### src/nqps_pkg.sv
// ----------------------------------------------------------------------------
// nqps_pkg
// Shared types and constants for the NUMA queue placement and steal block:
// command codes, register indexes, the steal candidate record and the
// constant quotient table used for distance scoring.
// ----------------------------------------------------------------------------
package nqps_pkg;

   localparam int NODE_BITS = 3;
   localparam int DIST_BITS = 8;
   localparam int QUOT_BITS = 7;
   localparam int CSR_DATA_BITS = 16;

   typedef enum logic [1:0] {
      CMD_ADD        = 2'd0,
      CMD_GET        = 2'd1,
      CMD_WRITE_DIST = 2'd2,
      CMD_UNUSED     = 2'd3
   } cmd_type;

   typedef enum logic [1:0] {
      CSR_NODE_COUNT     = 2'd0,
      CSR_PRESENT_MASK   = 2'd1,
      CSR_NEAR_THRESHOLD = 2'd2,
      CSR_LOAD_THRESHOLD = 2'd3
   } csr_index_type;

   typedef struct packed {
      logic                 valid;
      logic                 near;
      logic [NODE_BITS-1:0] idx;
   } cand_type;

   typedef logic [QUOT_BITS-1:0] quot_table_type [256];

   // Entry d holds 100 / d, with a zero distance scored as one.
   function automatic quot_table_type build_quot100();
      quot_table_type t;
      int             q;
      int             d_eff;
      for (int d = 0; d < 256; d++) begin
         d_eff = (d == 0) ? 1 : d;
         q = 0;
         for (int k = 1; k <= 100; k++) begin
            if (k * d_eff <= 100) begin
               q++;
            end
         end
         t[d] = QUOT_BITS'(q);
      end
      return t;
   endfunction

   localparam quot_table_type QUOT100 = build_quot100();

endpackage

### src/nqps_count_store.sv
// ----------------------------------------------------------------------------
// nqps_count_store
// Ready-task count memory with one write port and one registered read port.
// Per-entry valid bits make every entry read as zero after reset.
// ----------------------------------------------------------------------------
module nqps_count_store #(
   parameter int DEPTH = 8,
   parameter int WIDTH = 16
) (
   input  logic                                     clock,
   input  logic                                     reset,
   input  logic [(DEPTH > 1 ? $clog2(DEPTH) : 1)-1:0] rd_addr,
   output logic [WIDTH-1:0]                         rd_data,
   input  logic                                     wr_en,
   input  logic [(DEPTH > 1 ? $clog2(DEPTH) : 1)-1:0] wr_addr,
   input  logic [WIDTH-1:0]                         wr_data
);

   logic [WIDTH-1:0] mem_ff [DEPTH];
   logic [DEPTH-1:0] vld_ff;
   logic [DEPTH-1:0] vld_in;
   logic [WIDTH-1:0] rd_data_ff;

   always_comb begin
      vld_in = vld_ff;
      if (wr_en) begin
         vld_in[wr_addr] = 1'b1;
      end
   end

   always_ff @(posedge clock) begin
      if (reset) begin
         vld_ff <= '0;
      end else begin
         vld_ff <= vld_in;
      end
   end

   always_ff @(posedge clock) begin
      if (wr_en) begin
         mem_ff[wr_addr] <= wr_data;
      end
      rd_data_ff <= vld_ff[rd_addr] ? mem_ff[rd_addr] : '0;
   end

   assign rd_data = rd_data_ff;

endmodule

### src/nqps_dist_store.sv
// ----------------------------------------------------------------------------
// nqps_dist_store
// Node distance memory, one write port and one registered read port.
// Entries hold no value until written.
// ----------------------------------------------------------------------------
module nqps_dist_store #(
   parameter int DEPTH = 64,
   parameter int WIDTH = 8
) (
   input  logic                                     clock,
   input  logic [(DEPTH > 1 ? $clog2(DEPTH) : 1)-1:0] rd_addr,
   output logic [WIDTH-1:0]                         rd_data,
   input  logic                                     wr_en,
   input  logic [(DEPTH > 1 ? $clog2(DEPTH) : 1)-1:0] wr_addr,
   input  logic [WIDTH-1:0]                         wr_data
);

   logic [WIDTH-1:0] mem_ff [DEPTH];
   logic [WIDTH-1:0] rd_data_ff;

   always_ff @(posedge clock) begin
      if (wr_en) begin
         mem_ff[wr_addr] <= wr_data;
      end
      rd_data_ff <= mem_ff[rd_addr];
   end

   assign rd_data = rd_data_ff;

endmodule

### src/nqps_score.sv
// ----------------------------------------------------------------------------
// nqps_score
// Scoring stage for steal candidates. Registers the near test, the distance
// quotient from the constant table and the load times the reciprocal of five,
// and presents their summed score combinationally from those registers.
// ----------------------------------------------------------------------------
module nqps_score import nqps_pkg::*; #(
   parameter int COUNT_BITS = 16
) (
   input  logic                                            clock,
   input  logic                                            reset,
   input  cand_type                                        src_cand,
   input  logic [COUNT_BITS-1:0]                           cnt_value,
   input  logic [DIST_BITS-1:0]                            dist_value,
   input  logic [DIST_BITS-1:0]                            near_threshold,
   input  logic [CSR_DATA_BITS-1:0]                        load_threshold,
   output cand_type                                        cand,
   output logic [(COUNT_BITS > 7 ? COUNT_BITS : 7):0]      score,
   output logic [COUNT_BITS-1:0]                           load
);

   localparam int SCORE_BITS = (COUNT_BITS > 7 ? COUNT_BITS : 7) + 1;
   localparam int CMP_BITS = (COUNT_BITS > CSR_DATA_BITS) ? COUNT_BITS : CSR_DATA_BITS;
   localparam int PROD_BITS = 2 * COUNT_BITS;
   localparam logic [COUNT_BITS-1:0] RECIP =
      COUNT_BITS'(((64'd1 << (COUNT_BITS + 2)) / 64'd5) + 64'd1);

   cand_type               cand_ff;
   cand_type               cand_in;
   logic [PROD_BITS-1:0]   prod_ff;
   logic [PROD_BITS-1:0]   prod_in;
   logic [QUOT_BITS-1:0]   quot_ff;
   logic [QUOT_BITS-1:0]   quot_in;
   logic [COUNT_BITS-1:0]  load_ff;
   logic [COUNT_BITS-1:0]  load_in;

   always_comb begin
      cand_in.valid = src_cand.valid && (cnt_value != '0);
      cand_in.near  = (dist_value < near_threshold) &&
                      (CMP_BITS'(cnt_value) > CMP_BITS'(load_threshold));
      cand_in.idx   = src_cand.idx;
      prod_in       = PROD_BITS'(cnt_value) * PROD_BITS'(RECIP);
      quot_in       = QUOT100[dist_value];
      load_in       = cnt_value;
   end

   always_ff @(posedge clock) begin
      if (reset) begin
         cand_ff <= '0;
      end else begin
         cand_ff <= cand_in;
      end
   end

   always_ff @(posedge clock) begin
      prod_ff <= prod_in;
      quot_ff <= quot_in;
      load_ff <= load_in;
   end

   assign cand  = cand_ff;
   assign score = SCORE_BITS'(prod_ff[PROD_BITS-1:COUNT_BITS+2]) + SCORE_BITS'(quot_ff);
   assign load  = load_ff;

endmodule

### src/numa_queue_placement_and_steal.sv
// ----------------------------------------------------------------------------
// numa_queue_placement_and_steal
// Requests are handled one at a time. A distance write, command 3, or an add
// or get refused at decode is answered from decode; an add, or a get served
// locally, first reads its count; a steal reads one count and distance per
// node in use (capped at 8), then drains the scoring pipeline. The next
// request is accepted once the result is registered, which waits while an
// earlier result beat is stalled. Reset clears counts (via valid bits), the
// pointer, state and thresholds; node count and present mask reset to one.
// ----------------------------------------------------------------------------
module numa_queue_placement_and_steal import nqps_pkg::*; #(
   parameter int MAX_NODES  = 8,
   parameter int COUNT_BITS = 16
) (
   input  logic                     clock,
   input  logic                     reset,
   input  logic                     csr_write_enable,
   input  logic [1:0]               csr_index,
   input  logic [CSR_DATA_BITS-1:0] csr_write_data,
   input  logic                     req_valid,
   output logic                     req_stall,
   input  logic [1:0]               req_command,
   input  logic [NODE_BITS-1:0]     req_node,
   input  logic                     req_has_hint,
   input  logic [NODE_BITS-1:0]     req_column_node,
   input  logic [DIST_BITS-1:0]     req_distance_value,
   output logic                     rsp_valid,
   input  logic                     rsp_stall,
   output logic                     rsp_ok,
   output logic [NODE_BITS-1:0]     rsp_queue_index,
   output logic                     rsp_stolen
);

   localparam int CNT_AW     = (MAX_NODES > 1) ? $clog2(MAX_NODES) : 1;
   localparam int DIST_DEPTH = MAX_NODES * MAX_NODES;
   localparam int DIST_AW    = (DIST_DEPTH > 1) ? $clog2(DIST_DEPTH) : 1;
   localparam int NODE_CAP   = (MAX_NODES < 15) ? MAX_NODES : 15;
   localparam int SCORE_BITS = (COUNT_BITS > 7 ? COUNT_BITS : 7) + 1;

   typedef enum logic [2:0] {
      ST_IDLE,
      ST_DECODE,
      ST_ADD_CHECK,
      ST_GET_OWN,
      ST_SCAN,
      ST_DRAIN,
      ST_RESPOND
   } state_type;

   state_type               state_ff, state_in;

   logic [1:0]              cmd_ff;
   logic [NODE_BITS-1:0]    node_ff;
   logic                    hint_ff;
   logic [NODE_BITS-1:0]    col_ff;
   logic [DIST_BITS-1:0]    dval_ff;

   logic [3:0]              node_count_ff;
   logic [7:0]              present_mask_ff;
   logic [DIST_BITS-1:0]    near_thr_ff;
   logic [CSR_DATA_BITS-1:0] load_thr_ff;

   logic [NODE_BITS-1:0]    rr_ptr_ff, rr_ptr_in;
   logic [NODE_BITS-1:0]    tgt_ff, tgt_in;
   logic [NODE_BITS-1:0]    scan_q_ff, scan_q_in;
   cand_type                s0_ff, s0_in;

   logic                    res_ok_ff, res_ok_in;
   logic [NODE_BITS-1:0]    res_qi_ff, res_qi_in;
   logic                    res_stolen_ff, res_stolen_in;

   logic                    rsp_valid_ff, rsp_valid_in;
   logic                    rsp_ok_ff, rsp_ok_in;
   logic [NODE_BITS-1:0]    rsp_qi_ff, rsp_qi_in;
   logic                    rsp_stolen_ff, rsp_stolen_in;

   logic [SCORE_BITS-1:0]   best_score_ff, best_score_in;
   logic [NODE_BITS-1:0]    best_idx_ff, best_idx_in;
   logic [COUNT_BITS-1:0]   best_load_ff, best_load_in;
   logic                    chosen_ff, chosen_in;
   logic                    locked_ff, locked_in;

   logic                    accept;
   logic [3:0]              nodes;
   logic [7:0]              eligible;
   logic [NODE_BITS-1:0]    req_idx;
   logic [NODE_BITS-1:0]    last_q;
   logic [NODE_BITS-1:0]    rr_start;
   logic [NODE_BITS-1:0]    rr_low;
   logic [NODE_BITS-1:0]    rr_high;
   logic                    rr_high_found;
   logic                    rr_found;
   logic [NODE_BITS-1:0]    rr_target;
   logic [NODE_BITS-1:0]    rr_next;
   logic                    dist_write_ok;

   logic [CNT_AW-1:0]       cnt_rd_addr;
   logic [COUNT_BITS-1:0]   cnt_rd_data;
   logic                    cnt_wr_en;
   logic [CNT_AW-1:0]       cnt_wr_addr;
   logic [COUNT_BITS-1:0]   cnt_wr_data;
   logic [DIST_AW-1:0]      dist_rd_addr;
   logic [DIST_BITS-1:0]    dist_rd_data;
   logic                    dist_wr_en;
   logic [DIST_AW-1:0]      dist_wr_addr;

   cand_type                s1_cand;
   logic [SCORE_BITS-1:0]   s1_score;
   logic [COUNT_BITS-1:0]   s1_load;

   assign req_stall = (state_ff != ST_IDLE);
   assign accept    = req_valid && !req_stall;

   // Node usage and round-robin search.
   always_comb begin
      if (node_count_ff == 4'd0) begin
         nodes = 4'd1;
      end else if (node_count_ff > 4'(NODE_CAP)) begin
         nodes = 4'(NODE_CAP);
      end else begin
         nodes = node_count_ff;
      end
      for (int i = 0; i < 8; i++) begin
         eligible[i] = present_mask_ff[i] && (4'(i) < nodes);
      end
      req_idx  = (nodes > 4'd1) ? node_ff : '0;
      last_q   = (nodes >= 4'd8) ? 3'd7 : 3'(nodes - 4'd1);
      rr_start = ({1'b0, rr_ptr_ff} < nodes) ? rr_ptr_ff : '0;
      rr_low        = '0;
      rr_high       = '0;
      rr_high_found = 1'b0;
      for (int i = 7; i >= 0; i--) begin
         if (eligible[i]) begin
            rr_low = 3'(i);
            if (3'(i) >= rr_start) begin
               rr_high       = 3'(i);
               rr_high_found = 1'b1;
            end
         end
      end
      rr_found  = |eligible;
      rr_target = rr_high_found ? rr_high : rr_low;
      rr_next   = (({1'b0, rr_target} + 4'd1) == nodes) ? '0 : rr_target + 3'd1;
      dist_write_ok = (int'(node_ff) < MAX_NODES) && (int'(col_ff) < MAX_NODES);
   end

   always_comb begin
      state_in      = state_ff;
      rr_ptr_in     = rr_ptr_ff;
      tgt_in        = tgt_ff;
      scan_q_in     = scan_q_ff;
      s0_in         = '0;
      res_ok_in     = res_ok_ff;
      res_qi_in     = res_qi_ff;
      res_stolen_in = res_stolen_ff;
      rsp_valid_in  = rsp_valid_ff && rsp_stall;
      rsp_ok_in     = rsp_ok_ff;
      rsp_qi_in     = rsp_qi_ff;
      rsp_stolen_in = rsp_stolen_ff;
      best_score_in = best_score_ff;
      best_idx_in   = best_idx_ff;
      best_load_in  = best_load_ff;
      chosen_in     = chosen_ff;
      locked_in     = locked_ff;
      cnt_rd_addr   = CNT_AW'(tgt_ff);
      cnt_wr_en     = 1'b0;
      cnt_wr_addr   = CNT_AW'(tgt_ff);
      cnt_wr_data   = cnt_rd_data;
      dist_rd_addr  = DIST_AW'(int'(scan_q_ff) * MAX_NODES + int'(tgt_ff));
      dist_wr_en    = 1'b0;
      dist_wr_addr  = DIST_AW'(int'(node_ff) * MAX_NODES + int'(col_ff));

      // The first near candidate wins and freezes the choice; otherwise the
      // highest score wins, with ties going to the later node.
      if (s1_cand.valid && !locked_ff) begin
         if (s1_cand.near) begin
            best_idx_in  = s1_cand.idx;
            best_load_in = s1_load;
            chosen_in    = 1'b1;
            locked_in    = 1'b1;
         end else if (s1_score >= best_score_ff) begin
            best_score_in = s1_score;
            best_idx_in   = s1_cand.idx;
            best_load_in  = s1_load;
            chosen_in     = 1'b1;
         end
      end

      unique case (state_ff)
         ST_IDLE: begin
            if (req_valid) begin
               state_in = ST_DECODE;
            end
         end
         ST_DECODE: begin
            res_ok_in     = 1'b0;
            res_qi_in     = '0;
            res_stolen_in = 1'b0;
            state_in      = ST_RESPOND;
            unique case (cmd_type'(cmd_ff))
               CMD_ADD: begin
                  if (hint_ff) begin
                     res_qi_in = node_ff;
                     if (eligible[node_ff]) begin
                        tgt_in      = node_ff;
                        cnt_rd_addr = CNT_AW'(node_ff);
                        state_in    = ST_ADD_CHECK;
                     end
                  end else if (rr_found) begin
                     rr_ptr_in   = rr_next;
                     tgt_in      = rr_target;
                     cnt_rd_addr = CNT_AW'(rr_target);
                     state_in    = ST_ADD_CHECK;
                  end
               end
               CMD_GET: begin
                  if ({1'b0, req_idx} < nodes) begin
                     tgt_in      = req_idx;
                     cnt_rd_addr = CNT_AW'(req_idx);
                     state_in    = ST_GET_OWN;
                  end
               end
               CMD_WRITE_DIST: begin
                  if (dist_write_ok) begin
                     dist_wr_en = 1'b1;
                     res_ok_in  = 1'b1;
                  end
               end
               CMD_UNUSED: begin
                  res_ok_in = 1'b0;
               end
            endcase
         end
         ST_ADD_CHECK: begin
            res_qi_in     = tgt_ff;
            res_stolen_in = 1'b0;
            state_in      = ST_RESPOND;
            if (cnt_rd_data == {COUNT_BITS{1'b1}}) begin
               res_ok_in = 1'b0;
            end else begin
               cnt_wr_en   = 1'b1;
               cnt_wr_data = cnt_rd_data + 1'b1;
               res_ok_in   = 1'b1;
            end
         end
         ST_GET_OWN: begin
            res_qi_in     = tgt_ff;
            res_stolen_in = 1'b0;
            res_ok_in     = 1'b0;
            if (eligible[tgt_ff] && (cnt_rd_data != '0)) begin
               cnt_wr_en   = 1'b1;
               cnt_wr_data = cnt_rd_data - 1'b1;
               res_ok_in   = 1'b1;
               state_in    = ST_RESPOND;
            end else if (nodes > 4'd1) begin
               scan_q_in     = '0;
               best_score_in = '0;
               best_idx_in   = '0;
               best_load_in  = '0;
               chosen_in     = 1'b0;
               locked_in     = 1'b0;
               state_in      = ST_SCAN;
            end else begin
               state_in = ST_RESPOND;
            end
         end
         ST_SCAN: begin
            cnt_rd_addr = CNT_AW'(scan_q_ff);
            s0_in.valid = (scan_q_ff != tgt_ff) && eligible[scan_q_ff];
            s0_in.near  = 1'b0;
            s0_in.idx   = scan_q_ff;
            if (scan_q_ff == last_q) begin
               state_in = ST_DRAIN;
            end else begin
               scan_q_in = scan_q_ff + 3'd1;
            end
         end
         ST_DRAIN: begin
            if (!s0_ff.valid && !s1_cand.valid) begin
               state_in = ST_RESPOND;
               if (chosen_ff) begin
                  cnt_wr_en     = 1'b1;
                  cnt_wr_addr   = CNT_AW'(best_idx_ff);
                  cnt_wr_data   = best_load_ff - 1'b1;
                  res_ok_in     = 1'b1;
                  res_qi_in     = best_idx_ff;
                  res_stolen_in = 1'b1;
               end else begin
                  res_ok_in     = 1'b0;
                  res_qi_in     = tgt_ff;
                  res_stolen_in = 1'b0;
               end
            end
         end
         ST_RESPOND: begin
            if (!rsp_valid_ff || !rsp_stall) begin
               rsp_valid_in  = 1'b1;
               rsp_ok_in     = res_ok_ff;
               rsp_qi_in     = res_qi_ff;
               rsp_stolen_in = res_stolen_ff;
               state_in      = ST_IDLE;
            end
         end
         default: begin
            state_in = ST_IDLE;
         end
      endcase
   end

   always_ff @(posedge clock) begin
      if (reset) begin
         state_ff     <= ST_IDLE;
         rr_ptr_ff    <= '0;
         s0_ff        <= '0;
         rsp_valid_ff <= 1'b0;
         chosen_ff    <= 1'b0;
         locked_ff    <= 1'b0;
      end else begin
         state_ff     <= state_in;
         rr_ptr_ff    <= rr_ptr_in;
         s0_ff        <= s0_in;
         rsp_valid_ff <= rsp_valid_in;
         chosen_ff    <= chosen_in;
         locked_ff    <= locked_in;
      end
   end

   always_ff @(posedge clock) begin
      tgt_ff        <= tgt_in;
      scan_q_ff     <= scan_q_in;
      res_ok_ff     <= res_ok_in;
      res_qi_ff     <= res_qi_in;
      res_stolen_ff <= res_stolen_in;
      rsp_ok_ff     <= rsp_ok_in;
      rsp_qi_ff     <= rsp_qi_in;
      rsp_stolen_ff <= rsp_stolen_in;
      best_score_ff <= best_score_in;
      best_idx_ff   <= best_idx_in;
      best_load_ff  <= best_load_in;
      if (accept) begin
         cmd_ff  <= req_command;
         node_ff <= req_node;
         hint_ff <= req_has_hint;
         col_ff  <= req_column_node;
         dval_ff <= req_distance_value;
      end
   end

   always_ff @(posedge clock) begin
      if (reset) begin
         node_count_ff   <= 4'd1;
         present_mask_ff <= 8'd1;
         near_thr_ff     <= '0;
         load_thr_ff     <= '0;
      end else if (csr_write_enable) begin
         unique case (csr_index_type'(csr_index))
            CSR_NODE_COUNT:     node_count_ff   <= csr_write_data[3:0];
            CSR_PRESENT_MASK:   present_mask_ff <= csr_write_data[7:0];
            CSR_NEAR_THRESHOLD: near_thr_ff     <= csr_write_data[DIST_BITS-1:0];
            CSR_LOAD_THRESHOLD: load_thr_ff     <= csr_write_data;
         endcase
      end
   end

   nqps_count_store #(
      .DEPTH (MAX_NODES),
      .WIDTH (COUNT_BITS)
   ) u_count_store (
      .clock   (clock),
      .reset   (reset),
      .rd_addr (cnt_rd_addr),
      .rd_data (cnt_rd_data),
      .wr_en   (cnt_wr_en),
      .wr_addr (cnt_wr_addr),
      .wr_data (cnt_wr_data)
   );

   nqps_dist_store #(
      .DEPTH (DIST_DEPTH),
      .WIDTH (DIST_BITS)
   ) u_dist_store (
      .clock   (clock),
      .rd_addr (dist_rd_addr),
      .rd_data (dist_rd_data),
      .wr_en   (dist_wr_en),
      .wr_addr (dist_wr_addr),
      .wr_data (dval_ff)
   );

   nqps_score #(
      .COUNT_BITS (COUNT_BITS)
   ) u_score (
      .clock          (clock),
      .reset          (reset),
      .src_cand       (s0_ff),
      .cnt_value      (cnt_rd_data),
      .dist_value     (dist_rd_data),
      .near_threshold (near_thr_ff),
      .load_threshold (load_thr_ff),
      .cand           (s1_cand),
      .score          (s1_score),
      .load           (s1_load)
   );

   assign rsp_valid       = rsp_valid_ff;
   assign rsp_ok          = rsp_ok_ff;
   assign rsp_queue_index = rsp_qi_ff;
   assign rsp_stolen      = rsp_stolen_ff;

endmodule
### config.mk
export PLATFORM = sky130hd
export DESIGN_NAME = numa_queue_placement_and_steal
export DESIGN_NICKNAME = d
export VERILOG_FILES = /design/src/nqps_pkg.sv /design/src/nqps_count_store.sv /design/src/nqps_dist_store.sv /design/src/nqps_score.sv /design/src/numa_queue_placement_and_steal.sv
export SDC_FILE = /design/constraint.sdc
export NUM_CORES = 1
export LEC_CHECK = 0
export BUFFER_PORTS_ARGS = -buffer_cell sky130_fd_sc_hd__buf_2
export CAP_MARGIN = 20
export CORE_MARGIN = 10
export CORE_UTILIZATION = 30
export DETAILED_ROUTE_END_ITERATION = 8
export SETUP_SLACK_MARGIN = 0.15
export SLEW_MARGIN = 20
export SYNTH_ARGS = -nofsm -noshare
export SYNTH_HDL_FRONTEND = slang
export SYNTH_SLANG_ARGS = --single-unit
### constraint.sdc
create_clock -name clock -period 16.8 [get_ports clock]
set_input_delay 0 -clock clock [delete_from_list [all_inputs] [get_ports clock]]
set_output_delay 0 -clock clock [all_outputs]
set_load 0.005 [all_outputs]
==> results.py <==
metrics = {
    "global_routing": {
        "overflow": 0,
        "grt_usage_pct": 13.14,
        "first_global_vias": 23520,
        "antenna_found_initial": 0,
        "grt_pass1_wl_um": 149500,
        "grt_max_degree": 100,
    },
    "routing": {
        "drc": 0,
        "routed_via_density": 5.031,
        "routed_wl_um": 99110,
        "drt_iter0_drc": 2099,
        "antenna_left": 0,
        "vias": 23720,
        "dr.pass1.iters": 5,
        "wl_per_cell_um": 21.03,
    },
    "pwr": {
        "clock_power_share_pct": 24.7,
        "switching_power_uw": 2703,
        "p_comb_share_pct": 40.2,
        "power_density_mw_per_mm2": 164.0,
        "seqPwrFrac_pct": 35.2,
        "internal_power_uw": 4750,
        "netSwitchingFraction_pct": 36.27,
        "vdd_drop_max_mv": 0.1371,
        "p_leak_uw": 0.01639,
    },
    "placed_design": {
        "dp_hpwl_um": 64010,
        "io_buffers": 46,
        "gp_congestion": 0.8457,
    },
    "clock_tree": {
        "cts_buffer_depth": 3,
        "postCtsResizedCells": 0,
        "clk_latency_ns": 0.70,
        "numCtsBuffers": 84,
        "cts.sink_count": 832,
        "cts_tree": "built",
        "cts_setup_buffers": 0,
        "clkSlewWorstSetupHoldPaths_ns": 0.06,
        "cts_root_buf": "clkbuf_16",
        "htreeDepth": 3,
    },
    "setup_path": {
        "worst-path-max-fanout": 68,
        "start_kind": "flip-flop",
        "r2r_slack_ns": 10.10,
        "path_class": "flip-flop to flip-flop",
        "worstPathArrival_ns": 7.24,
        "critPathCaptureType": "flip-flop",
        "cp.required_ns": 17.35,
    },
    "timing": {
        "setup_viol": 0,
        "slew_viol_final": 0,
        "period_share_pct": 39.86,
        "finClkSkew_ns": 0.03732,
        "fin_crit_ns": 6.697,
        "hold_viol_final": 0,
        "tightest_slew_ns": 1.060,
        "fin_tns_setup_ns": 0,
        "slew_headroom_pct": 29.35,
        "rsz0062_at_grt": "false",
        "maxClockFrequency_mhz": 149.3,
    },
    "yosys": {
        "ys_seq_area_share_pct": 58.54,
        "synthSimpleGateAreaFrac_pct": 7.637,
        "ys.warnings.count": 0,
        "netlist.area_leader.share_pct": 50.58,
        "netlist_area_mm2": 0.03996,
        "synthesis.nets": 3127,
        "synth_top_family_by_area": "multiplexers",
        "ys_dominant_reg_cell": "edfxtp_1",
        "synth_fa_ha_area_share_pct": 10.65,
        "synth_xor_area_share_pct": 1.249,
        "synth_edf_count": 673,
        "netlist_instances": 2796,
        "synth_compound_area_share_pct": 7.493,
        "synthesis.area_per_instance_um2": 14.29,
        "synth.top_cells.by_area": "edfxtp_1 51%, mux4_2 9.8%, dfxtp_1 8.0%, ha_1 6.5%, fa_1 4.1%",
        "synthArstFlopShare_pct": 0,
        "yosys_register_bits": 832,
        "yosys.area.top_type": "edfxtp_1",
        "muxShareOfSynthArea_pct": 11.09,
        "synth_cell_type_count": 98,
    },
    "final_layout": {
        "final_common_cell": "edfxtp_1",
        "nFillCells": 12590,
        "post-route-util_pct": 34.44,
        "layout.nets": 3220,
        "final_cell_mix": "673 x edfxtp_1, 209 x ha_1, 205 x nor2_1",
        "seqCellArea_mm2": 0.02339,
        "multi_input_area_mm2": 0.01529,
        "area_growth_pct": 13.74,
        "drive_above_1_share_pct": 14.54,
    },
    "worst_hold_path": {
        "hold_class": "primary input to flip-flop",
    },
    "run": {
        "cap_violations": 0,
    },
    "outcome": {
        "outcome": "complete, no violations",
    },
    "floorplan": {
        "fp-row-count": 133,
        "core_area_mm2": 0.1320,
        "die_area_mm2": 0.1482,
        "die_y_um": 385.0,
        "io-pin-count": 47,
        "die_width_um": 385.0,
        "initial_utilization_pct": 30.28,
    },
}
-- critical path, stage by stage (launching register included) --
cell	delay [ns]
dfxtp_1	0.83
clkinv_1	0.49
nand2_1	0.32
ha_1	0.28
or3b_2	0.56
and2_1	0.21
ha_1	0.27
o21a_1	0.11
o21ai_0	0.06
a31oi_1	0.49
mux2i_1	0.20
mux2_2	0.31
o211a_1	0.23
nand2_2	0.07
buf_4	0.56
nand2_1	0.62
buf_8	0.35
a211oi_1	0.24
o311ai_0	0.16
nor2b_2	0.19
-- power groups by stage --
stage	combinational [uW]	sequential (uW)	clock (uW)
floorplan	2150	2620	0
global placement	2940	2660	0
detailed placement	2970	2670	0
CTS	3010	2620	1880
global route	3320	2640	1960
finish	2990	2620	1840
-- worst paths after layout --
path / start / to / depth (start not counted)
setup / recovery: node_count_ff[3] / u_count_store.rd_data[7] / 19
hold / removal: req_column_node[0] / col_ff[0] / 2
setup reg to reg: node_count_ff[3] / u_count_store.rd_data[7] / 19
hold reg to reg: res_stolen_ff / rsp_stolen / 0
-- area by class of cell --
type | count | share of cell area [%]
Tap cell | 1755 | 4.832
Clock inverter | 41 | 0.8644
Clock buffer | 113 | 5.107
Timing Repair Buffer | 138 | 2.434
Inverter | 198 | 1.635
Multi-Input combinational cell | 1635 | 33.65
Antenna cell | 2 | 0.01101
Sequential cell | 832 | 51.47
-- registers in the layout, summed over array words and instances, names as in the netlist, 14 cells and up --
signal and count:
u_dist_store.mem_ff 512, u_score.prod_ff 16, best_score_ff 17, u_count_store.mem_ff 128
best_load_ff 16, u_score.load 14, load_thr_ff 16, u_count_store.rd_data 16
-- synthesized netlist by cell type, drive strengths merged, types with 42 or more instances --
| cell | instances |
|---|---|
| buf | 52 |
| nor2 | 207 |
| o21ai | 111 |
| xnor2 | 43 |
| mux2i | 49 |
| nor2b | 45 |
| a211oi | 55 |
| edfxtp | 673 |
| and3 | 42 |
| clkbuf | 79 |
| fa | 82 |
| nand3 | 66 |
| a21oi | 92 |
| ha | 209 |
| nand2 | 123 |
| dfxtp | 159 |
| mux4 | 174 |
| inv | 197 |
-- logic make-up after synthesis --
family | Yosys count
compound gates | 442
buf+inv | 329
flops | 832
fa+ha+maj | 291
mux | 225
xor+xnor | 57
simple gates | 620
-- through the flow --
stage                     std cells  setup slack [ns]  power, uW  hold WS [ns]  area [um2]
final                          4714             10.10       7453       0.04959       45450
after global routing           4712             9.511       7923       0.03326       45440
after CTS                      4711             10.19       7514     0.0007062       45410
after detailed placement       4494             10.22       5637        0.1782       42070
after global placement         4493             10.16       5604        0.1777       42040
after floorplan                2796             11.24       4770       0.09887       39960
-- metal layers --
layer / vias up / share of wire, % / global-route usage (%)
li1: 10730 / - / -
met1: 12060 / 44 / 18.24
met2: 771 / 47 / 20.82
met3: 155 / 6.8 / 2.629
met4: 0 / 2.2 / 3.529
met5: - / 0 / 0
-- what timing repair did --
action / CTS / global route
endpoints found under the hold margin: 91 / 0
hold buffers: 63 / 0
setup endpoints to repair: 0 / 0
Note: power is estimated with default switching activity, not from simulation.
